<file path="src/rtl/ssts_pkg.sv">
// ----------------------------------------------------------------------------
// Sorted set table package
// Shared widths, operation and status codes and the cell control bundle.
// ----------------------------------------------------------------------------
package ssts_pkg;

  localparam int DEFAULT_CAPACITY = 16;

  localparam int ACTION_W = 2;
  localparam int VALUE_W  = 32;
  localparam int POS_W    = 8;
  localparam int STATUS_W = 2;
  localparam int COUNT_W  = 5;

  // in_tdata: action, item_value, position -> 42 bits, padded to 48
  localparam int IN_DATA_W  = 48;
  // out_tdata: status, entry_value, entry_count -> 39 bits, padded to 40
  localparam int OUT_DATA_W = 40;

  typedef enum logic [ACTION_W-1:0] {
    ACT_INSERT = 2'd0,
    ACT_DELETE = 2'd1,
    ACT_READ   = 2'd2,
    ACT_NONE   = 2'd3
  } action_t;

  typedef enum logic [STATUS_W-1:0] {
    ST_OK   = 2'd0,
    ST_DUP  = 2'd1,
    ST_FULL = 2'd2,
    ST_OOR  = 2'd3
  } status_t;

  // Per-cycle commands broadcast to every cell of the row
  typedef struct packed {
    logic cmp_en;  // register compare flags and the read tap
    logic ins_en;  // open a slot and place the key
    logic del_en;  // close the gap at the position
  } cell_ctl_t;

endpackage

</file>
<file path="src/rtl/ssts_cell.sv">
// ----------------------------------------------------------------------------
// Sorted set table cell
// Holds one entry, compares it with the key and trades values with its
// neighbours to open or close a slot in the ordered row.
// ----------------------------------------------------------------------------
module ssts_cell #(
  parameter int IDX   = 0,
  parameter int CNT_W = 5
) (
  input  logic                                   clk,
  input  ssts_pkg::cell_ctl_t                    ctl,
  input  logic signed [ssts_pkg::VALUE_W-1:0]    key,
  input  logic        [ssts_pkg::POS_W-1:0]      pos,
  input  logic        [CNT_W-1:0]                count,
  input  logic signed [ssts_pkg::VALUE_W-1:0]    left_value,
  input  logic                                   left_lt,
  input  logic signed [ssts_pkg::VALUE_W-1:0]    right_value,
  output logic signed [ssts_pkg::VALUE_W-1:0]    value,
  output logic                                   lt,
  output logic                                   eq,
  output logic        [ssts_pkg::VALUE_W-1:0]    hit
);

  localparam logic [CNT_W-1:0]           IDX_CNT = CNT_W'(IDX);
  localparam logic [ssts_pkg::POS_W-1:0] IDX_POS = ssts_pkg::POS_W'(IDX);

  logic signed [ssts_pkg::VALUE_W-1:0] value_r;
  logic                                lt_r;
  logic                                eq_r;
  logic        [ssts_pkg::VALUE_W-1:0] hit_r;
  logic                                occupied;
  logic                                at_or_after;

  assign occupied    = IDX_CNT < count;
  assign at_or_after = IDX_POS >= pos;

  always_ff @(posedge clk) begin
    if (ctl.cmp_en) begin
      // an empty cell counts as greater than any key
      lt_r  <= !occupied || (key < value_r);
      eq_r  <= occupied && (key == value_r);
      hit_r <= (IDX_POS == pos) ? value_r : '0;
    end
    if (ctl.ins_en && lt_r) begin
      // shift up if the left neighbour also moves, else take the key
      value_r <= left_lt ? left_value : key;
    end else if (ctl.del_en && at_or_after) begin
      value_r <= right_value;
    end
  end

  assign value = value_r;
  assign lt    = lt_r;
  assign eq    = eq_r;
  assign hit   = hit_r;

endmodule

</file>
<file path="src/rtl/sorted_set_table_unit.sv">
// Each item passes through accept, compare across the cell row, then shift
// the row and load the result register; a new item is taken only once the
// last one is through. A stalled result register holds the item in its last
// step. Reset (rst_n low, synchronous) empties the table and drops any
// pending result; stored values are not cleared and are never read before
// being written.
// ----------------------------------------------------------------------------
// Sorted set table unit
// Ordered set of distinct signed values held in a row of compare-and-shift
// cells; supports insert, delete at a position and read at a position.
// ----------------------------------------------------------------------------
module sorted_set_table_unit #(
  parameter int CAPACITY = ssts_pkg::DEFAULT_CAPACITY
) (
  input  logic                               clk,
  input  logic                               rst_n,
  input  logic                               in_tvalid,
  output logic                               in_tready,
  // [1:0] action, [33:2] item_value, [41:34] position, [47:42] zero
  input  logic [ssts_pkg::IN_DATA_W-1:0]     in_tdata,
  output logic                               out_tvalid,
  input  logic                               out_tready,
  // [1:0] status, [33:2] entry_value, [38:34] entry_count, [39] zero
  output logic [ssts_pkg::OUT_DATA_W-1:0]    out_tdata
);

  localparam int CNT_W = $clog2(CAPACITY + 1);
  localparam int CMP_W = CNT_W + ssts_pkg::POS_W;

  typedef enum logic [2:0] {
    S_IDLE = 3'b001,
    S_CMP  = 3'b010,
    S_EXEC = 3'b100
  } state_t;

  state_t state_r, state_nxt;

  logic [CNT_W-1:0] count_r, count_nxt;

  ssts_pkg::action_t                   action_r;
  logic signed [ssts_pkg::VALUE_W-1:0] key_r;
  logic        [ssts_pkg::POS_W-1:0]   pos_r;

  logic                                out_valid_r, out_valid_nxt;
  ssts_pkg::status_t                   out_status_r, status_nxt;
  logic        [ssts_pkg::VALUE_W-1:0] out_value_r, value_nxt;
  logic        [ssts_pkg::COUNT_W-1:0] out_count_r;

  ssts_pkg::cell_ctl_t ctl;

  logic signed [ssts_pkg::VALUE_W-1:0] cell_value [CAPACITY];
  logic        [CAPACITY-1:0]          cell_lt;
  logic        [CAPACITY-1:0]          cell_eq;
  logic        [ssts_pkg::VALUE_W-1:0] cell_hit   [CAPACITY];

  logic                                in_fire;
  logic                                exec_go;
  logic                                dup;
  logic                                full;
  logic                                out_of_range;
  logic        [ssts_pkg::VALUE_W-1:0] rd_word;
  logic        [CNT_W+ssts_pkg::COUNT_W-1:0] count_ext;

  assign in_tready = state_r == S_IDLE;
  assign in_fire   = in_tvalid && in_tready;
  assign exec_go   = (state_r == S_EXEC) && (!out_valid_r || out_tready);

  // ---- cell row --------------------------------------------------------------
  for (genvar i = 0; i < CAPACITY; i++) begin : g_cell
    logic signed [ssts_pkg::VALUE_W-1:0] left_v;
    logic                                left_l;
    logic signed [ssts_pkg::VALUE_W-1:0] right_v;

    if (i == 0) begin : g_first
      assign left_v = key_r;
      assign left_l = 1'b0;
    end else begin : g_mid
      assign left_v = cell_value[i-1];
      assign left_l = cell_lt[i-1];
    end

    if (i == CAPACITY - 1) begin : g_last
      assign right_v = cell_value[i];
    end else begin : g_inner
      assign right_v = cell_value[i+1];
    end

    ssts_cell #(
      .IDX   (i),
      .CNT_W (CNT_W)
    ) u_cell (
      .clk         (clk),
      .ctl         (ctl),
      .key         (key_r),
      .pos         (pos_r),
      .count       (count_r),
      .left_value  (left_v),
      .left_lt     (left_l),
      .right_value (right_v),
      .value       (cell_value[i]),
      .lt          (cell_lt[i]),
      .eq          (cell_eq[i]),
      .hit         (cell_hit[i])
    );
  end

  // Only the cell at the position drives a non-zero tap
  always_comb begin
    rd_word = '0;
    for (int i = 0; i < CAPACITY; i++) begin
      rd_word = rd_word | cell_hit[i];
    end
  end

  assign dup          = |cell_eq;
  assign full         = count_r == CNT_W'(CAPACITY);
  assign out_of_range = CMP_W'(pos_r) >= CMP_W'(count_r);

  // ---- decision --------------------------------------------------------------
  always_comb begin
    ctl            = '0;
    ctl.cmp_en     = state_r == S_CMP;
    count_nxt      = count_r;
    status_nxt     = ssts_pkg::ST_OK;
    value_nxt      = '0;
    unique case (action_r)
      ssts_pkg::ACT_INSERT: begin
        if (dup) begin
          status_nxt = ssts_pkg::ST_DUP;
        end else if (full) begin
          status_nxt = ssts_pkg::ST_FULL;
        end else begin
          ctl.ins_en = exec_go;
          count_nxt  = count_r + 1'b1;
        end
      end
      ssts_pkg::ACT_DELETE: begin
        if (out_of_range) begin
          status_nxt = ssts_pkg::ST_OOR;
        end else begin
          ctl.del_en = exec_go;
          value_nxt  = rd_word;
          count_nxt  = count_r - 1'b1;
        end
      end
      ssts_pkg::ACT_READ: begin
        if (out_of_range) begin
          status_nxt = ssts_pkg::ST_OOR;
        end else begin
          value_nxt = rd_word;
        end
      end
      ssts_pkg::ACT_NONE: begin
        status_nxt = ssts_pkg::ST_OK;
      end
      default: begin
        status_nxt = ssts_pkg::ST_OK;
      end
    endcase
  end

  always_comb begin
    state_nxt     = state_r;
    out_valid_nxt = out_valid_r && !out_tready;
    unique case (state_r)
      S_IDLE: if (in_fire) begin
        state_nxt = S_CMP;
      end
      S_CMP: begin
        state_nxt = S_EXEC;
      end
      S_EXEC: if (exec_go) begin
        state_nxt     = S_IDLE;
        out_valid_nxt = 1'b1;
      end
      default: begin
        state_nxt = S_IDLE;
      end
    endcase
  end

  assign count_ext = (CNT_W + ssts_pkg::COUNT_W)'(count_nxt);

  always_ff @(posedge clk) begin
    if (!rst_n) begin
      state_r     <= S_IDLE;
      count_r     <= '0;
      out_valid_r <= 1'b0;
    end else begin
      state_r     <= state_nxt;
      out_valid_r <= out_valid_nxt;
      if (exec_go) begin
        count_r <= count_nxt;
      end
    end
  end

  always_ff @(posedge clk) begin
    if (in_fire) begin
      action_r <= ssts_pkg::action_t'(in_tdata[1:0]);
      key_r    <= $signed(in_tdata[33:2]);
      pos_r    <= in_tdata[41:34];
    end
    if (exec_go) begin
      out_status_r <= status_nxt;
      out_value_r  <= value_nxt;
      out_count_r  <= count_ext[ssts_pkg::COUNT_W-1:0];
    end
  end

  assign out_tvalid = out_valid_r;
  assign out_tdata  = {1'b0, out_count_r, out_value_r, out_status_r};

endmodule

</file>
<file path="config.mk">
export PLATFORM = sky130hd
export DESIGN_NAME = sorted_set_table_unit
export DESIGN_NICKNAME = d
export VERILOG_FILES = /design/src/rtl/ssts_pkg.sv /design/src/rtl/ssts_cell.sv /design/src/rtl/sorted_set_table_unit.sv
export SDC_FILE = /design/constraint.sdc
export NUM_CORES = 2
export LEC_CHECK = 0
export ABC_AREA = 1
export BUFFER_PORTS_ARGS = -buffer_cell sky130_fd_sc_hd__buf_4
export CORE_MARGIN = 1
export CORE_UTILIZATION = 55
export CTS_CLUSTER_SIZE = 12
export DETAILED_ROUTE_END_ITERATION = 8
export HOLD_SLACK_MARGIN = 0.05
export PLACE_DENSITY = 0.71
export SLEW_MARGIN = 5
export SYNTH_ARGS = -nofsm -noshare
export SYNTH_HDL_FRONTEND = slang
export SYNTH_SLANG_ARGS = --single-unit
</file>
<file path="constraint.sdc">
create_clock -name clk -period 53.1 [get_ports clk]
set_input_delay 10.62 -clock clk [delete_from_list [all_inputs] [get_ports clk]]
set_output_delay 10.62 -clock clk [all_outputs]
set_load 0.03 [all_outputs]
</file>
After elaboration in Yosys (flattened, before gate mapping)
Cells that the tools add are included.
{"block": "word_totals", "reg_bits": 1146, "wordCells": 348, "out_inout_bits": 42}
{"block": "op_classes", "muxes": 63, "n_addsub": 2, "n_reduce_logical": 106, "bitwise": 16, "eq_ne": 40, "magnitude_cmp": 48}
{"operator": "2-to-1 mux 32 bit", "count": 45}
{"operator": "equality test 32 bit", "count": 16}
{"operator": "less-than comparator 32 bit", "count": 16}
{"operator": "bitwise OR 32 bit", "count": 15}
{"operator": "equality test 4 x 8 -> 1 bit (first input constant)", "count": 8}
{"operator": ">= comparator 4 x 8 -> 1 bit (first input constant)", "count": 7}
{"operator": "logical AND 1 bit", "count": 50}
{"operator": "less-than comparator 4 x 5 -> 1 bit (first input constant)", "count": 8}
{"operator": "equality test 3 x 8 -> 1 bit (first input constant)", "count": 4}
{"operator": ">= comparator 3 x 8 -> 1 bit (first input constant)", "count": 4}
{"operator": "nonzero test 2 bit", "count": 15}
{"operator": "less-than comparator 3 x 5 -> 1 bit (first input constant)", "count": 4}
{"operator": "logical NOT 1 bit", "count": 18}
{"operator": "logical OR 1 bit", "count": 17}
{"operator": "equality test 2 x 8 -> 1 bit (first input constant)", "count": 2}
{"operator": ">= comparator 1 x 8 -> 1 bit (first input constant)", "count": 2}
{"operator": ">= comparator 2 x 8 -> 1 bit (first input constant)", "count": 2}
{"operator": "OR reduction 16 bit", "count": 1}
{"operator": "2-to-1 mux 5 bit", "count": 3}
{"operator": "less-than comparator 1 x 5 -> 1 bit (first input constant)", "count": 2}
{"operator": "less-than comparator 2 x 5 -> 1 bit (first input constant)", "count": 2}
{"operator": "one-hot mux 5 bit (2 select lines)", "count": 1}
{"operator": "one-hot mux 3 bit (3 select lines)", "count": 1}
{"operator": "equality test 1 x 8 -> 1 bit (first input constant)", "count": 1}
{"operator": "20 further kinds", "count": 31}

Depth between registers and ports, before layout
{"block": "logic_depth", "ltp_word": 15, "ltp_mapped": 17, "mapped_depth_nobuf": 16}

Cells and area by module
From an unflattened synthesis, not the netlist that was laid out.
{"block": "unflattened", "cells_unflattened": 6847, "hier_area_um2": 65275.1}
{"module": "ssts_cell at g_cell[10].u_cell ...", "seq_area_each_um2": 1981.9, "instances": 2, "area_per_inst_um2": 3809.9, "cells_per_inst": 404}
{"module": "sorted_set_table_unit", "seq_area_each_um2": 2612.5, "instances": 1, "area_per_inst_um2": 4813.4, "cells_per_inst": 428}
{"module": "ssts_cell at g_cell[12].u_cell", "seq_area_each_um2": 1981.9, "instances": 1, "area_per_inst_um2": 3809.9, "cells_per_inst": 402}
{"module": "ssts_cell at g_cell[0].u_cell", "seq_area_each_um2": 1981.9, "instances": 1, "area_per_inst_um2": 3807.4, "cells_per_inst": 406}
{"module": "ssts_cell at g_cell[13].u_cell", "seq_area_each_um2": 1981.9, "instances": 1, "area_per_inst_um2": 3799.9, "cells_per_inst": 401}
{"module": "ssts_cell at g_cell[6].u_cell", "seq_area_each_um2": 1981.9, "instances": 1, "area_per_inst_um2": 3796.1, "cells_per_inst": 398}
{"module": "ssts_cell at g_cell[11].u_cell", "seq_area_each_um2": 1981.9, "instances": 1, "area_per_inst_um2": 3793.6, "cells_per_inst": 400}
{"module": "ssts_cell at g_cell[15].u_cell", "seq_area_each_um2": 1981.9, "instances": 1, "area_per_inst_um2": 3781.1, "cells_per_inst": 397}
{"module": "ssts_cell at g_cell[9].u_cell", "seq_area_each_um2": 1981.9, "instances": 1, "area_per_inst_um2": 3779.9, "cells_per_inst": 402}
{"module": "ssts_cell at g_cell[7].u_cell", "seq_area_each_um2": 1981.9, "instances": 1, "area_per_inst_um2": 3778.6, "cells_per_inst": 396}
{"module": "ssts_cell at g_cell[1].u_cell", "seq_area_each_um2": 1981.9, "instances": 1, "area_per_inst_um2": 3773.6, "cells_per_inst": 399}
{"module": "ssts_cell at g_cell[4].u_cell", "seq_area_each_um2": 1981.9, "instances": 1, "area_per_inst_um2": 3766.1, "cells_per_inst": 403}
{"module": "ssts_cell at g_cell[3].u_cell", "seq_area_each_um2": 1981.9, "instances": 1, "area_per_inst_um2": 3758.6, "cells_per_inst": 397}
{"module": "ssts_cell at g_cell[5].u_cell", "seq_area_each_um2": 1981.9, "instances": 1, "area_per_inst_um2": 3754.9, "cells_per_inst": 402}
{"module": "2 more rows"}

Worst setup path before layout
No wires, ideal clock.
{"block": "synth_path", "path_type": "register to register", "start": "reg state_r[2]", "end": "reg g_cell[0].u_cell.eq_r, enable pin", "t_required_ns": 50.972, "path_buffers": 0, "arrival_ns": 37.075, "path_stages_with_launch": 2, "path_slack_ns": 13.896, "cell_sequence": "dfxtp_1 nor3_1"}
{"block": "synth_via", "elab_chain_cells": 1}
{"item": "start, declared", "line": "sorted_set_table_unit.sv:36", "rtl": "state_t state_r, state_nxt;"}
{"item": "start signal, assigned", "line": "sorted_set_table_unit.sv:190", "rtl": "state_r <= state_nxt;"}
{"item": "equality test 3 x 2 -> 1 bit", "line": "sorted_set_table_unit.sv:122", "rtl": "ctl.cmp_en = state_r == S_CMP;"}
{"item": "end signal, assigned", "line": "ssts_cell.sv:41", "rtl": "eq_r <= occupied && (key == value_r);"}
{"item": "end, declared", "line": "ssts_cell.sv:29", "rtl": "logic eq_r;"}
Every way passes these cells.
A chain may end at the register's enable or synchronous reset.

Final worst setup path
{"block": "layout_path", "start": "in out_tready", "end": "reg g_cell[6].u_cell.value_r, in the netlist g_cell[6].u_cell.value[9], enable pin"}
{"block": "layout_via", "elab_chain_cells": 7, "word_cells_on_any_way": 10, "cone_classes": "mux (5); reduce/logical (5)"}
{"item": "start, declared", "line": "sorted_set_table_unit.sv:22", "rtl": "input logic out_tready,"}
{"item": "logical OR 1 bit (*)", "line": "sorted_set_table_unit.sv:66", "rtl": "assign exec_go = (state_r == S_EXEC) && (!out_valid_r || out_tready);"}
{"item": "logical AND 1 bit (*)", "line": "sorted_set_table_unit.sv:66"}
{"item": "net exec_go", "line": "sorted_set_table_unit.sv:57", "rtl": "logic exec_go;"}
{"item": "2-to-1 mux 1 bit", "line": "sorted_set_table_unit.sv:130", "rtl": "end else if (full) begin"}
{"item": "2-to-1 mux 1 bit", "line": "sorted_set_table_unit.sv:128", "rtl": "if (dup) begin"}
{"item": "2-to-1 mux 1 bit", "line": "sorted_set_table_unit.sv:126", "rtl": "unique case (action_r)"}
{"item": "logical AND 1 bit", "line": "ssts_cell.sv:44", "rtl": "if (ctl.ins_en && lt_r) begin"}
{"item": "nonzero test 2 bit (no source line) (*)"}
{"item": "end signal, assigned", "line": "ssts_cell.sv:46", "rtl": "value_r <= left_lt ? left_value : key;"}
{"item": "end signal, assigned", "line": "ssts_cell.sv:48", "rtl": "value_r <= right_value;"}
{"item": "end, declared", "line": "ssts_cell.sv:27", "rtl": "logic signed [ssts_pkg::VALUE_W-1:0] value_r;"}
The timed path passes the listed nets; every way through them passes the cells marked *.

==> results.ini <==
[global_routing]
antenna_found_initial=4
track_usage_pct=33.3
grt_overflow=0
number_of_global_route_vias_before_repair=46600
global_route_wire_length_before_repair_mm=284
grt_max_degree=81

[route]
post_drt_via_cell_ratio=5.96
route.final.wire_length_mm=194
drcViolationCount=0
route.vias.total=49016
detail_route.first_pass.iterations=7
antenna_left=0
wire_per_inst_microns=23.6
detailedRoute.firstIterationViolations=6367

[logic_synthesis]
post_synth_mux_area_share_pct=0
ys_ff_latch=1146
syn_nets=7206
synth_edf_count=1137
synth.avg_cell_area_sq_um=9.47
yosysWarnings=0
combinational_family_with_the_most_area_after_synthesis=simple AND/OR/NAND/NOR gates
synth-simple-area-share_pct=17.0
synth-adder-area-share_pct=10.4
synth_xor_area_share_pct=0.0418
yosys_most_used_dff=sky130_fd_sc_hd__edfxtp_1
cell_variety_after_synth=45
synth.cell_area_sq_um=62800
synth_compound_area_share_pct=11.4
post_synth_inst_count=6632
async_flop_share_pct=0
synth.yosys.seq_area_share_pct=54.6

[floorplanning]
die_w_microns=340
initial_core_utilization_pct=55.7
floorplan.core_area_sq_um=113000
chipHeight_microns=340
placementRows=123
die_area_sq_um=116000
pin_count=94

[setup_path]
cpMaxStageDelayCell=sky130_fd_sc_hd__o21ai_4
timing.setup.critical_path_class=primary input to register
cpPeakStageDelay_ns=1.01
worst_setup_path_end_kind=register
timing.critical_path.mode_cell=sky130_fd_sc_hd__buf_4
worstPathRequired_ns=53.50
setup.worst_path.start_class=primary input
crit_path_cell_trace=buf_4 -> inv_1 -> nand2_1 -> nand4_2 -> clkinv_2 -> buf_4 -> nand2_1 -> o21ai_4 -> buf_4
worst-endpoint-arrival_ns=14.34
max_fo_critical_path=24
critical-path-top-delay-family=buffers and inverters
cp.buffers_inverters=5

[placement]
detailedPlacementHpwl_mm=136
gp_congestion=0.990
place.detailed.instances=7995
io_buffers=86
dpl_cell_area_sq_um=64700

[pwr]
ir_drop_uv=29.9
power_mw=1.97
leakage_nw=27.4
cellPowerDensity_nw_per_um2=28.7

[sta]
setup_tns_ns=0
timing_hold_violations_final=0
whs_ns=0.548
max_slew.worst_pin.slew_ns=1.45
finClkSkew_ns=0.0306
slew_viol_final=0
grt_setup_unrepaired=no
min_period_over_period_pct=26.3
relSlewSlack_pct=2.14
f_max_mhz=71.7
final_period_minus_worst_setup_slack_ns=13.95
report.final.setup_viol=0

[clock_tree]
clock_tree_from_tritoncts=built
clock_latency_on_the_worst_skew_pair_ns=0.75
clk_transition_reported_paths_ns=0.06
clock_sinks=1146
cts_hold_buffers=0
cts-root-to-sink-buffers=3
cts_inserted_buffers=130
post_cts_resize_count=0
post_cts_buffers=0
cts-htree-levels=4
clock-root-buffer=sky130_fd_sc_hd__clkbuf_16

[final_layout]
syn_to_final_growth_pct=9.26
final_cell_count_no_fill=8220
fin_area_sq_um=68600
fraction_of_final_layout_cells_sized_beyond_drive_strength_1_pct=5.86
final_nets=7201

[hold_path]
hold_path_class=register to register

[flow_run]
drv.max_cap_violation_count=2

[outcome]
run_status=finished with violations
failed_checks=max-capacitance violations

worst paths after layout:
check	endpoint	from	slack, ns	cells past startpoint
setup / recovery	g_cell[6].u_cell.value[9]	out_tready	39.15	9
hold / removal	g_cell[15].u_cell.value[22]	g_cell[14].u_cell.value[22]	0.55	2
setup reg to reg	g_cell[10].u_cell.value[12]	count_r[2]	48.49	12
hold reg to reg	g_cell[15].u_cell.value[22]	g_cell[14].u_cell.value[22]	0.55	2
cells by family after synthesis:
family          count (synthesis)
compound gates               1363
simple gates                 2587
fa+ha+maj                     522
flops                        1146
other cells                     1
buf+inv                      1010
xor+xnor                        3
worst min-delay path, cell delays in order, from the launching register on:
cell and delay (ns):
sky130_fd_sc_hd__edfxtp_1 0.34, sky130_fd_sc_hd__nand2_1 0.05, sky130_fd_sc_hd__o21ai_0 0.06
cell usage in the layout, fill, tap and decap left out, drive strengths merged, types with 4 or more instances in the layout:
cell,instances
dfxtp,9
and3,10
clkbuf,171
and2,7
a21o,9
ha,522
nand3,81
clkinv,48
o21ai,1040
nand2,1569
o22ai,7
nor4,153
edfxtp,1137
nor3,25
o21a,29
buf,153
bufinv,5
a41oi,32
a21oi,239
nor2,702
nand4,36
inv,720
o21bai,4
sequential cells by signal, summed over array words and instances, names as in the netlist, 2 cells and up:
| register | flops |
|---|---|
| out_count_r | 5 |
| out_status_r | 2 |
| g_cell.u_cell.hit | 512 |
| count_r | 5 |
| g_cell.left_v | 32 |
| action_r | 2 |
| out_value_r | 32 |
| pos_r | 8 |
| g_cell.u_cell.lt | 16 |
| g_cell.u_cell.value | 512 |
| state_r | 3 |
| g_cell.u_cell.eq | 16 |
synthesized netlist by cell type, types with 10 or more instances:
master | instances | area share, %
sky130_fd_sc_hd__nand3_1 | 79 | 0.63
sky130_fd_sc_hd__inv_1 | 717 | 4.3
sky130_fd_sc_hd__a41oi_1 | 32 | 0.45
sky130_fd_sc_hd__clkbuf_1 | 165 | 0.99
sky130_fd_sc_hd__o21a_1 | 29 | 0.35
sky130_fd_sc_hd__o21ai_0 | 978 | 7.8
sky130_fd_sc_hd__nor4_1 | 153 | 1.5
sky130_fd_sc_hd__buf_4 | 43 | 0.51
sky130_fd_sc_hd__nand4_1 | 34 | 0.34
sky130_fd_sc_hd__ha_1 | 522 | 10
sky130_fd_sc_hd__o21ai_2 | 21 | 0.29
sky130_fd_sc_hd__o21ai_1 | 41 | 0.33
sky130_fd_sc_hd__nor3_1 | 25 | 0.20
sky130_fd_sc_hd__nand2_1 | 1568 | 9.4
sky130_fd_sc_hd__buf_1 | 23 | 0.14
sky130_fd_sc_hd__a21oi_1 | 239 | 1.9
sky130_fd_sc_hd__nor2_1 | 683 | 4.1
sky130_fd_sc_hd__and3_1 | 10 | 0.10
sky130_fd_sc_hd__buf_2 | 50 | 0.40
sky130_fd_sc_hd__edfxtp_1 | 1137 | 54
sky130_fd_sc_hd__nor2_8 | 15 | 0.48
final cells by class:
cell class | count | area (sq um)
fill | 9372 | 44200
sequential | 1146 | 34300
multi-input combinational | 4476 | 24600
clock buffer | 171 | 3590
inverter | 720 | 2710
tap | 1500 | 1880
timing repair buffer | 153 | 1150
clock inverter | 53 | 369
antenna | 1 | 2.50
layer usage:
metal	vias to the layer above	wire length [microns]	share of wire (%)	global-route usage, %
met2	2780	88800	46	53.0
met1	22973	72600	37	42.0
met4	0	9870	5.1	16.2
met5	-	0	0	0
li1	22687	-	-	-
met3	576	22500	12	9.15
per-stage QoR:
| stage | worst slack [ns] | util, % |
|---|---|---|
| 2_1_floorplan | 13.90 | - |
| 6_report | 39.15 | 60.8 |
| 4_1_cts | 39.25 | 60.8 |
| 5_1_grt | 39.02 | 60.8 |
| 3_5_place_dp | 38.48 | 57.3 |
| 3_3_place_gp | 38.56 | 57.3 |
power breakdown:
group          switching, mW  internal (mW)
logic                 0.0688         0.0301
registers             0.0128          0.993
clock network          0.369          0.496
total                  0.451           1.52
Note: power is estimated with default switching activity, not from simulation.
